--- config.mk ---
export PLATFORM = sky130hd
export DESIGN_NAME = rpn_stack_calculator
export DESIGN_NICKNAME = d
export VERILOG_FILES = /design/src/design/rpn_pkg.sv /design/src/design/rpn_stack_calculator.sv /design/src/design/rpn_div.sv /design/src/design/rpn_dp.sv /design/src/design/rpn_ctrl.sv
export SDC_FILE = /design/constraint.sdc
export NUM_CORES = 2
export LEC_CHECK = 0
export BUFFER_PORTS_ARGS = -buffer_cell sky130_fd_sc_hd__buf_4
export CORE_ASPECT_RATIO = 0.75
export CORE_MARGIN = 1
export CORE_UTILIZATION = 32
export CTS_BUF_LIST = sky130_fd_sc_hd__clkbuf_16
export CTS_CLUSTER_SIZE = 20
export DETAILED_ROUTE_END_ITERATION = 7
export SYNTH_ARGS = -nofsm -noshare
export SYNTH_HDL_FRONTEND = slang
export SYNTH_SLANG_ARGS = --single-unit
export TNS_END_PERCENT = 50
--- constraint.sdc ---
create_clock -name clk -period 8 [get_ports clk]
set_input_delay 1.6 -clock clk [delete_from_list [all_inputs] [get_ports clk]]
set_output_delay 1.6 -clock clk [all_outputs]
set_load 0.02 [all_outputs]
--- src/design/rpn_pkg.sv ---
// rpn_pkg: shared constants, codes and control types of the RPN stack calculator.
// Used by every module under design/. Depends on nothing.
package rpn_pkg;

	localparam int STACK_DEPTH = 16;
	localparam int MAX_RESULTS = 16;
	localparam int DATA_W      = 32;
	localparam int CNT_W       = $clog2(STACK_DEPTH + 1);
	localparam int IDX_W       = $clog2(STACK_DEPTH);
	localparam int LIST_MAX    = (STACK_DEPTH < MAX_RESULTS) ? STACK_DEPTH : MAX_RESULTS;
	localparam int DIV_CNT_W   = $clog2(DATA_W);

	typedef enum logic [3:0] {
		M_PUSH = 4'd0,
		M_ADD  = 4'd1,
		M_SUB  = 4'd2,
		M_MUL  = 4'd3,
		M_DIV  = 4'd4,
		M_DROP = 4'd5,
		M_SWAP = 4'd6,
		M_DUP  = 4'd7,
		M_LIST = 4'd8
	} mode_t;

	typedef enum logic [1:0] {
		K_ACK   = 2'd0,
		K_ARITH = 2'd1,
		K_LIST  = 2'd2
	} kind_t;

	typedef enum logic [1:0] {
		ST_OK   = 2'd0,
		ST_FEW  = 2'd1,
		ST_DIV0 = 2'd2,
		ST_FULL = 2'd3
	} status_t;

	typedef enum logic [3:0] {
		S_IDLE,
		S_DECODE,
		S_RD_B,
		S_RD_A,
		S_EXEC,
		S_DIV,
		S_WRES,
		S_SWAP,
		S_ACK,
		S_LIST_RD,
		S_LIST_OUT
	} state_t;

	typedef enum logic [1:0] {
		R_TOP  = 2'd0,
		R_SEC  = 2'd1,
		R_LIDX = 2'd2
	} rsel_t;

	typedef enum logic [1:0] {
		A_CNT = 2'd0,
		A_TOP = 2'd1,
		A_SEC = 2'd2
	} asel_t;

	typedef enum logic [1:0] {
		W_OPND  = 2'd0,
		W_RDATA = 2'd1,
		W_OPB   = 2'd2,
		W_RES   = 2'd3
	} wsel_t;

	typedef struct packed {
		logic    load_in;
		logic    cnt_inc;
		logic    cnt_dec;
		logic    we;
		wsel_t   wsel;
		asel_t   wadr;
		rsel_t   rsel;
		logic    cap_a;
		logic    cap_b;
		logic    set_st;
		status_t st;
		logic    res_ld;
		logic    div_start;
		logic    list_init;
		logic    list_step;
		logic    out_ld;
		kind_t   out_kind;
	} cmd_t;

	typedef struct packed {
		mode_t mode;
		logic  empty;
		logic  lt2;
		logic  full;
		logic  b_zero;
		logic  div_done;
		logic  out_free;
		logic  list_last;
	} sts_t;

endpackage

--- src/design/rpn_stack_calculator.sv ---
// rpn_stack_calculator: integer RPN calculator on a 16-entry operand stack, one token per transfer.
// List: after decode, each entry is read, then output once the output register is free.
// One token in flight; next taken on return to idle.
// Reset (arst_n low, asynchronous) empties the stack and clears control; stack contents undefined.
// Depends on rpn_pkg, rpn_ctrl, rpn_dp, rpn_div.
module rpn_stack_calculator (
	input  logic               clk,
	input  logic               arst_n,
	input  logic               in_valid,
	output logic               in_ready,
	input  logic [3:0]         mode,
	input  logic signed [31:0] operand,
	output logic               out_valid,
	input  logic               out_ready,
	output logic [1:0]         kind,
	output logic [1:0]         status,
	output logic signed [31:0] value,
	output logic               last
);
	import rpn_pkg::*;

	cmd_t cmd;
	sts_t sts;

	rpn_ctrl u_ctrl (
		.clk      (clk),
		.arst_n   (arst_n),
		.in_valid (in_valid),
		.in_ready (in_ready),
		.sts      (sts),
		.cmd      (cmd)
	);

	rpn_dp u_dp (
		.clk        (clk),
		.arst_n     (arst_n),
		.cmd        (cmd),
		.sts        (sts),
		.mode_in    (mode),
		.operand_in (operand),
		.out_valid  (out_valid),
		.out_ready  (out_ready),
		.kind       (kind),
		.status     (status),
		.value      (value),
		.last       (last)
	);

endmodule

--- src/design/rpn_div.sv ---
// rpn_div: iterative signed divider, one quotient bit per cycle, truncating toward zero.
// Depends on rpn_pkg.
module rpn_div (
	input  logic                      clk,
	input  logic                      arst_n,
	input  logic                      start,
	input  logic [rpn_pkg::DATA_W-1:0] dividend,
	input  logic [rpn_pkg::DATA_W-1:0] divisor,
	output logic                      done,
	output logic [rpn_pkg::DATA_W-1:0] quotient
);
	import rpn_pkg::*;

	logic                 busy_q;
	logic                 done_q;
	logic [DIV_CNT_W-1:0] cnt_q;
	logic [DATA_W-1:0]    rem_q;
	logic [DATA_W-1:0]    quo_q;
	logic [DATA_W-1:0]    dvs_q;
	logic                 neg_q;
	logic [DATA_W:0]      shifted;
	logic [DATA_W:0]      diff;
	logic [DATA_W-1:0]    a_mag;
	logic [DATA_W-1:0]    b_mag;

	assign a_mag   = dividend[DATA_W-1] ? (~dividend + 1'b1) : dividend;
	assign b_mag   = divisor[DATA_W-1] ? (~divisor + 1'b1) : divisor;
	assign shifted = {rem_q, quo_q[DATA_W-1]};
	assign diff    = shifted - {1'b0, dvs_q};

	always_ff @(posedge clk or negedge arst_n) begin
		if (!arst_n) begin
			busy_q <= 1'b0;
			done_q <= 1'b0;
			cnt_q  <= '0;
		end else if (start) begin
			busy_q <= 1'b1;
			done_q <= 1'b0;
			cnt_q  <= '0;
		end else if (busy_q) begin
			cnt_q <= cnt_q + 1'b1;
			if (cnt_q == DIV_CNT_W'(DATA_W - 1)) begin
				busy_q <= 1'b0;
				done_q <= 1'b1;
			end
		end
	end

	always_ff @(posedge clk) begin
		if (start) begin
			rem_q <= '0;
			quo_q <= a_mag;
			dvs_q <= b_mag;
			neg_q <= dividend[DATA_W-1] ^ divisor[DATA_W-1];
		end else if (busy_q) begin
			if (!diff[DATA_W]) begin
				rem_q <= diff[DATA_W-1:0];
				quo_q <= {quo_q[DATA_W-2:0], 1'b1};
			end else begin
				rem_q <= shifted[DATA_W-1:0];
				quo_q <= {quo_q[DATA_W-2:0], 1'b0};
			end
		end
	end

	assign done     = done_q;
	assign quotient = neg_q ? (~quo_q + 1'b1) : quo_q;

endmodule

--- src/design/rpn_dp.sv ---
// rpn_dp: datapath with operand stack memory, stack count, ALU, list walker and output register.
// Depends on rpn_pkg and rpn_div.
module rpn_dp (
	input  logic                      clk,
	input  logic                      arst_n,
	input  rpn_pkg::cmd_t             cmd,
	output rpn_pkg::sts_t             sts,
	input  logic [3:0]                mode_in,
	input  logic signed [31:0]        operand_in,
	output logic                      out_valid,
	input  logic                      out_ready,
	output logic [1:0]                kind,
	output logic [1:0]                status,
	output logic signed [31:0]        value,
	output logic                      last
);
	import rpn_pkg::*;

	logic [DATA_W-1:0] mem [STACK_DEPTH];
	logic [DATA_W-1:0] rdata_q;
	logic [3:0]        mode_q;
	logic [DATA_W-1:0] opnd_q;
	logic [DATA_W-1:0] opa_q;
	logic [DATA_W-1:0] opb_q;
	logic [DATA_W-1:0] res_q;
	status_t           st_q;
	logic [CNT_W-1:0]  cnt_q;
	logic [IDX_W-1:0]  lidx_q;
	logic [CNT_W-1:0]  lrem_q;
	logic              out_valid_q;
	logic [1:0]        kind_q;
	logic [1:0]        status_q;
	logic [DATA_W-1:0] value_q;
	logic              last_q;

	logic [IDX_W-1:0]  top_idx;
	logic [IDX_W-1:0]  sec_idx;
	logic [IDX_W-1:0]  cnt_idx;
	logic [IDX_W-1:0]  raddr;
	logic [IDX_W-1:0]  waddr;
	logic [DATA_W-1:0] wdata;
	logic [DATA_W-1:0] alu;
	logic [DATA_W-1:0] mul_lo;
	logic [DATA_W-1:0] quotient;
	logic              div_done;
	logic              out_free;

	assign top_idx = IDX_W'(cnt_q - CNT_W'(1));
	assign sec_idx = IDX_W'(cnt_q - CNT_W'(2));
	assign cnt_idx = cnt_q[IDX_W-1:0];

	always_comb begin
		case (cmd.rsel)
			R_SEC:   raddr = sec_idx;
			R_LIDX:  raddr = lidx_q;
			default: raddr = top_idx;
		endcase
		case (cmd.wadr)
			A_TOP:   waddr = top_idx;
			A_SEC:   waddr = sec_idx;
			default: waddr = cnt_idx;
		endcase
		case (cmd.wsel)
			W_RDATA: wdata = rdata_q;
			W_OPB:   wdata = opb_q;
			W_RES:   wdata = res_q;
			default: wdata = opnd_q;
		endcase
	end

	always_ff @(posedge clk) begin
		if (cmd.we) begin
			mem[waddr] <= wdata;
		end
		rdata_q <= mem[raddr];
	end

	rpn_div u_div (
		.clk      (clk),
		.arst_n   (arst_n),
		.start    (cmd.div_start),
		.dividend (opa_q),
		.divisor  (opb_q),
		.done     (div_done),
		.quotient (quotient)
	);

	assign mul_lo = opa_q * opb_q;

	always_comb begin
		case (mode_t'(mode_q))
			M_ADD:   alu = opa_q + opb_q;
			M_SUB:   alu = opa_q - opb_q;
			M_MUL:   alu = mul_lo;
			default: alu = quotient;
		endcase
	end

	always_ff @(posedge clk) begin
		if (cmd.load_in) begin
			mode_q <= mode_in;
			opnd_q <= operand_in;
		end
		if (cmd.cap_a) begin
			opa_q <= rdata_q;
		end
		if (cmd.cap_b) begin
			opb_q <= rdata_q;
		end
		if (cmd.res_ld) begin
			res_q <= alu;
		end
		if (cmd.set_st) begin
			st_q <= cmd.st;
		end
		if (cmd.list_init) begin
			lidx_q <= top_idx;
			lrem_q <= (cnt_q < CNT_W'(LIST_MAX)) ? cnt_q : CNT_W'(LIST_MAX);
		end else if (cmd.list_step) begin
			lidx_q <= lidx_q - 1'b1;
			lrem_q <= lrem_q - 1'b1;
		end
	end

	always_ff @(posedge clk or negedge arst_n) begin
		if (!arst_n) begin
			cnt_q <= '0;
		end else if (cmd.cnt_inc) begin
			cnt_q <= cnt_q + 1'b1;
		end else if (cmd.cnt_dec) begin
			cnt_q <= cnt_q - 1'b1;
		end
	end

	assign out_free = !out_valid_q || out_ready;

	always_ff @(posedge clk or negedge arst_n) begin
		if (!arst_n) begin
			out_valid_q <= 1'b0;
		end else if (cmd.out_ld) begin
			out_valid_q <= 1'b1;
		end else if (out_ready) begin
			out_valid_q <= 1'b0;
		end
	end

	always_ff @(posedge clk) begin
		if (cmd.out_ld) begin
			kind_q <= cmd.out_kind;
			case (cmd.out_kind)
				K_ARITH: begin
					status_q <= ST_OK;
					value_q  <= res_q;
					last_q   <= 1'b1;
				end
				K_LIST: begin
					status_q <= ST_OK;
					value_q  <= rdata_q;
					last_q   <= (lrem_q == CNT_W'(1));
				end
				default: begin
					status_q <= st_q;
					value_q  <= '0;
					last_q   <= 1'b1;
				end
			endcase
		end
	end

	assign sts.mode      = mode_t'(mode_q);
	assign sts.empty     = (cnt_q == '0);
	assign sts.lt2       = (cnt_q < CNT_W'(2));
	assign sts.full      = (cnt_q == CNT_W'(STACK_DEPTH));
	assign sts.b_zero    = (opb_q == '0);
	assign sts.div_done  = div_done;
	assign sts.out_free  = out_free;
	assign sts.list_last = (lrem_q == CNT_W'(1));

	assign out_valid = out_valid_q;
	assign kind      = kind_q;
	assign status    = status_q;
	assign value     = value_q;
	assign last      = last_q;

endmodule

--- src/design/rpn_ctrl.sv ---
// rpn_ctrl: controller state machine; sequences stack reads, writes, ALU, divider and output.
// Depends on rpn_pkg.
module rpn_ctrl (
	input  logic          clk,
	input  logic          arst_n,
	input  logic          in_valid,
	output logic          in_ready,
	input  rpn_pkg::sts_t sts,
	output rpn_pkg::cmd_t cmd
);
	import rpn_pkg::*;

	state_t state_q;
	state_t state_nxt;

	always_ff @(posedge clk or negedge arst_n) begin
		if (!arst_n) begin
			state_q <= S_IDLE;
		end else begin
			state_q <= state_nxt;
		end
	end

	always_comb begin
		state_nxt = state_q;
		cmd       = '0;
		in_ready  = 1'b0;
		case (state_q)
			S_IDLE: begin
				in_ready = 1'b1;
				if (in_valid) begin
					cmd.load_in = 1'b1;
					state_nxt   = S_DECODE;
				end
			end
			S_DECODE: begin
				cmd.rsel   = R_TOP;
				cmd.set_st = 1'b1;
				cmd.st     = ST_OK;
				state_nxt  = S_ACK;
				case (sts.mode)
					M_PUSH: begin
						if (sts.full) begin
							cmd.st = ST_FULL;
						end else begin
							cmd.we      = 1'b1;
							cmd.wsel    = W_OPND;
							cmd.wadr    = A_CNT;
							cmd.cnt_inc = 1'b1;
						end
					end
					M_ADD, M_SUB, M_MUL, M_DIV, M_SWAP: begin
						if (sts.lt2) begin
							cmd.st = ST_FEW;
						end else begin
							state_nxt = S_RD_B;
						end
					end
					M_DROP: begin
						if (sts.empty) begin
							cmd.st = ST_FEW;
						end else begin
							cmd.cnt_dec = 1'b1;
						end
					end
					M_DUP: begin
						if (sts.empty) begin
							cmd.st = ST_FEW;
						end else if (sts.full) begin
							cmd.st = ST_FULL;
						end else begin
							state_nxt = S_RD_B;
						end
					end
					M_LIST: begin
						if (sts.empty) begin
							cmd.st = ST_FEW;
						end else begin
							cmd.list_init = 1'b1;
							state_nxt     = S_LIST_RD;
						end
					end
					default: begin
						cmd.st = ST_OK;
					end
				endcase
			end
			S_RD_B: begin
				cmd.cap_b = 1'b1;
				cmd.rsel  = R_SEC;
				if (sts.mode == M_DUP) begin
					cmd.we      = 1'b1;
					cmd.wsel    = W_RDATA;
					cmd.wadr    = A_CNT;
					cmd.cnt_inc = 1'b1;
					state_nxt   = S_ACK;
				end else begin
					state_nxt = S_RD_A;
				end
			end
			S_RD_A: begin
				cmd.cap_a = 1'b1;
				if (sts.mode == M_SWAP) begin
					cmd.we    = 1'b1;
					cmd.wsel  = W_RDATA;
					cmd.wadr  = A_TOP;
					state_nxt = S_SWAP;
				end else begin
					state_nxt = S_EXEC;
				end
			end
			S_SWAP: begin
				cmd.we    = 1'b1;
				cmd.wsel  = W_OPB;
				cmd.wadr  = A_SEC;
				state_nxt = S_ACK;
			end
			S_EXEC: begin
				if (sts.mode == M_DIV) begin
					if (sts.b_zero) begin
						cmd.set_st = 1'b1;
						cmd.st     = ST_DIV0;
						state_nxt  = S_ACK;
					end else begin
						cmd.div_start = 1'b1;
						state_nxt     = S_DIV;
					end
				end else begin
					cmd.res_ld = 1'b1;
					state_nxt  = S_WRES;
				end
			end
			S_DIV: begin
				if (sts.div_done) begin
					cmd.res_ld = 1'b1;
					state_nxt  = S_WRES;
				end
			end
			S_WRES: begin
				if (sts.out_free) begin
					cmd.we       = 1'b1;
					cmd.wsel     = W_RES;
					cmd.wadr     = A_SEC;
					cmd.cnt_dec  = 1'b1;
					cmd.out_ld   = 1'b1;
					cmd.out_kind = K_ARITH;
					state_nxt    = S_IDLE;
				end
			end
			S_ACK: begin
				if (sts.out_free) begin
					cmd.out_ld   = 1'b1;
					cmd.out_kind = K_ACK;
					state_nxt    = S_IDLE;
				end
			end
			S_LIST_RD: begin
				cmd.rsel  = R_LIDX;
				state_nxt = S_LIST_OUT;
			end
			S_LIST_OUT: begin
				cmd.rsel = R_LIDX;
				if (sts.out_free) begin
					cmd.out_ld    = 1'b1;
					cmd.out_kind  = K_LIST;
					cmd.list_step = 1'b1;
					state_nxt     = sts.list_last ? S_IDLE : S_LIST_RD;
				end
			end
			default: begin
				state_nxt = S_IDLE;
			end
		endcase
	end

endmodule

==> metrics <==
Avg Inst Size Synth 11.9 um^2; top-level I/O count 79; CTS H-Tree Depth 3; total cell area at the placement stage 58,000 um^2; nets 5,265; number of storage elements in the synthesis netlist 838; RR Startpoint u_dp.opa_q[13]; share of cells above drive strength 1 12.1%; arrival time reported for the critical path endpoint 8.15 ns; slowest CP cell sky130_fd_sc_hd__edfxtp_1; DRC errors left 0; number of enable flip-flop cells after synthesis 757; cell at the root of the clock tree sky130_fd_sc_hd__clkbuf_16; cell types with the highest counts after synthesis sky130_fd_sc_hd__edfxtp_1 (757), sky130_fd_sc_hd__nand2_1 (452), sky130_fd_sc_hd__inv_1 (450); clock sink count 838; area of the die 170,000 um^2; number of cells on the critical path 24; cell count after synthesis 4,538; Max Fanout on Critical Path 11; leading post-synthesis cells by cell area sky130_fd_sc_hd__edfxtp_1 (42%), sky130_fd_sc_hd__fa_1 (15%), sky130_fd_sc_hd__mux4_2 (5.3%), sky130_fd_sc_hd__ha_1 (4.8%), sky130_fd_sc_hd__and2_1 (4.0%); count of hold-fix buffers inserted at cts 0; vias in the first global route 35.9k; routability cong. 0.966; post-detailed-placement half-perimeter wirelength 115,000 um; post-layout minimum cycle time 7.73 ns; count of different cell masters after synthesis 84; Crit path max-delay family adder cells; total routing usage reported by global routing 19.2%; capturing element of the worst setup path u_dp.res_q[31]; Yosys warnings 0; Critical Setup Path Class flop to flop; Worst Setup Start Kind flop; TritonCTS clock tree done; share of synthesized flip-flops with an asynchronous set or reset 2.03%; Final Cell Area 60,700 um^2; Post-Synthesis Net Count 5,194; maximum frequency from static timing analysis 0.129 GHz; largest net degree at the start of global routing 66; setup slack on the worst flop-to-flop path 0.27 ns; max-capacitance violation count 0; gr ovfl total 0; overall routed net length 164,000 um; Mapped Area 54,000 um^2; Crit path largest cell delay 0.64 ns; growth of design area from synthesis to finish 12.5%; IR Drop Worst-Case VDD 136 uV; CP most frequent cell sky130_fd_sc_hd__fa_1; Vias per Instance 5.22; Die W 476 um; TritonRoute pass-1 iters 6; endpoint of the most critical register-to-register path u_dp.res_q[31]; Initial DRC Count 3,873; cells traversed along the worst timing path and2_1 > fa_1 > fa_1 > fa_1 > inv_1 > fa_1 > inv_1 > fa_1 > inv_1 > fa_1 > inv_1 > fa_1 > fa_1 > ha_1 > a41oi_1 > o21ai_0 > a21oi_1 > o21ai_0 > a21o_1 > o211ai_1 > a21oi_1 > or3_1 > a32oi_1 > o21ai_1; number of vias in the routed layout 36.2k; RSZ-0062 raised after global routing no; Least-Margin Pin Slew 1.37 ns; Pleak 23.3 nW; post-synthesis sequential area ratio 45.3%; Critical Path End Type flop; cell type with the highest aggregate area in the netlist sky130_fd_sc_hd__edfxtp_1; maximum buffer depth of the clock tree 3; final clock period utilization by the worst path 96.6%; initial core utilization 32.2%; number of antenna violations at the first check in global routing 5; worst endpoint required time 8.43 ns; number of standard-cell rows in the floorplan 130; final-report setup violation count 0; count of endpoints failing hold in the final timing report 0; dominant register cell in the synthesized netlist sky130_fd_sc_hd__edfxtp_1; Hold/Removal Path Class flop to flop; Slew Limit Headroom 7.52%; reg2reg path depth 24; CP Buf/Inv Count 4; Final TNS setup 0 ns; run status finished clean; timing startpoint of the critical path u_dp.opa_q[13]; post-route ant nets 0; dominant cell by count in the synthesized netlist sky130_fd_sc_hd__edfxtp_1; cells resized by post-CTS repair 0; CTS buffer count 83; number of buffers added on ports 78; clock tree skew after final layout 0.0359 ns; share of Yosys cell area claimed by the top area cell type 42.1%; routed length per placed instance 23.8 um; wire length of the first global-routing pass 243,000 um; pwr/cell area 143 nW/um^2; count of pins over their slew limit 0; Skew-Pair Late Insertion Delay 0.70 ns; die height 358 um; register clock-pin slew on the reported worst setup and hold paths 0.08 ns; Core Region 168,000 um^2
[layout make-up]
cell class | count | area [um^2]
antenna | 3 | 7.51
clock buffer | 85 | 2130
clock inverter | 66 | 597
fill | 16400 | 107000
inverter | 452 | 1700
multi-input combinational | 2985 | 27000
sequential | 838 | 24400
tap | 2244 | 2810
timing repair buffer | 249 | 2030
[power breakdown]
group	switching [mW]	total, mW	internal (mW)
Combinational	0.00501	0.0170	0.0120
Clock	1.79	3.98	2.18
Sequential	0.0000000000000000195	4.70	4.70
Total	1.80	8.70	6.90
[layer usage]
layer,wire length (um),track usage [%],up-vias
met5,0,0,-
met4,3570,4.36,0
met3,15700,4.35,196
met2,68400,27.6,1561
met1,76800,29.1,18600
li1,-,-,15800
[logic make-up after synthesis]
kind of cell,after synthesis,synth area share (%)
XOR/XNOR,269,4.40
flip-flops,838,45.3
multiplexers,161,5.96
AND/OR/NAND/NOR,1273,11.5
AO/OA/AOI/OAI,666,7.82
buffers and inverters,715,5.03
adder cells (fa/ha/maj),616,20.0
[worst register-to-register path, cell delays in order, from the launching register on]
cell                       delay, ns
sky130_fd_sc_hd__edfxtp_1       0.64
sky130_fd_sc_hd__and2_1         0.30
sky130_fd_sc_hd__fa_1           0.56
sky130_fd_sc_hd__fa_1           0.44
sky130_fd_sc_hd__fa_1           0.52
sky130_fd_sc_hd__inv_1          0.05
sky130_fd_sc_hd__fa_1           0.47
sky130_fd_sc_hd__inv_1          0.05
sky130_fd_sc_hd__fa_1           0.51
sky130_fd_sc_hd__inv_1          0.06
sky130_fd_sc_hd__fa_1           0.54
sky130_fd_sc_hd__inv_1          0.06
sky130_fd_sc_hd__fa_1           0.49
sky130_fd_sc_hd__fa_1           0.42
sky130_fd_sc_hd__ha_1           0.39
sky130_fd_sc_hd__a41oi_1        0.25
sky130_fd_sc_hd__o21ai_0        0.12
sky130_fd_sc_hd__a21oi_1        0.30
sky130_fd_sc_hd__o21ai_0        0.12
sky130_fd_sc_hd__a21o_1         0.20
sky130_fd_sc_hd__o211ai_1       0.22
sky130_fd_sc_hd__a21oi_1        0.11
sky130_fd_sc_hd__or3_1          0.36
sky130_fd_sc_hd__a32oi_1        0.19
sky130_fd_sc_hd__o21ai_1        0.08
[flip-flops by register name (all words and copies together) (netlist names), 32 cells and up]
register and cells:
u_dp.opa_q 32, u_dp.u_div.quo_q 32, u_dp.u_div.dvs_q 32, u_dp.rdata_q 32
u_dp.u_div.rem_q 32, u_dp.value 32, u_dp.mem 512, u_dp.res_q 32
u_dp.opnd_q 32, u_dp.opb_q 32
[layout by cell type (no fill, tap or decap), drive strengths merged, types with 14 or more instances in the layout]
cell type / count
edfxtp: 757
inv: 484
nand2: 453
fa: 410
and2: 343
nor2: 253
buf: 248
ha: 206
a21oi: 172
o21ai: 167
xnor2: 161
mux4: 128
xor2: 108
clkbuf: 86
dfxtp: 64
a22oi: 54
a211oi: 44
a31oi: 40
a21o: 35
nor3: 35
or3: 35
o31ai: 34
nand2b: 33
mux2i: 31
nand3: 23
nor2b: 21
clkinv: 21
o21a: 20
dfrtp: 17
or2: 16
or4: 15
o211ai: 14
o41ai: 14
[metrics by stage]
step	std cells	power, mW	hold WS, ns	util (%)	setup WS (ns)
floorplan	4538	4.80	0.449	-	0.703
global placement	6763	4.81	0.480	34.6	0.351
detailed placement	6763	4.81	0.491	34.6	0.319
CTS	6914	8.77	0.497	36.2	0.295
global route	6919	8.92	0.526	36.2	0.00306
finish	6922	8.70	0.492	36.3	0.273
[worst min-delay path by stage]
| stage | start | endpoint | slack, ns | cells past startpoint |
|---|---|---|---|---|
| 2_1_floorplan | u_dp.rdata_q[0] | u_dp.opa_q[0] | 0.45 | 0 |
| 3_3_place_gp | u_dp.rdata_q[20] | u_dp.opb_q[20] | 0.48 | 0 |
| 3_5_place_dp | u_dp.rdata_q[30] | u_dp.opa_q[30] | 0.49 | 0 |
| 4_1_cts | u_dp.rdata_q[20] | u_dp.opa_q[20] | 0.50 | 0 |
| 5_1_grt | u_dp.rdata_q[30] | u_dp.opb_q[30] | 0.53 | 0 |
| 6_report | u_dp.rdata_q[20] | u_dp.opa_q[20] | 0.49 | 0 |
[what timing repair did]
item / CTS / global route
endpoints found under the hold margin: 0 / 0
setup buffers: 0 / 4
endpoints found under the setup margin: 0 / 2
No activity file was read; power rests on OpenSTA's default activity.
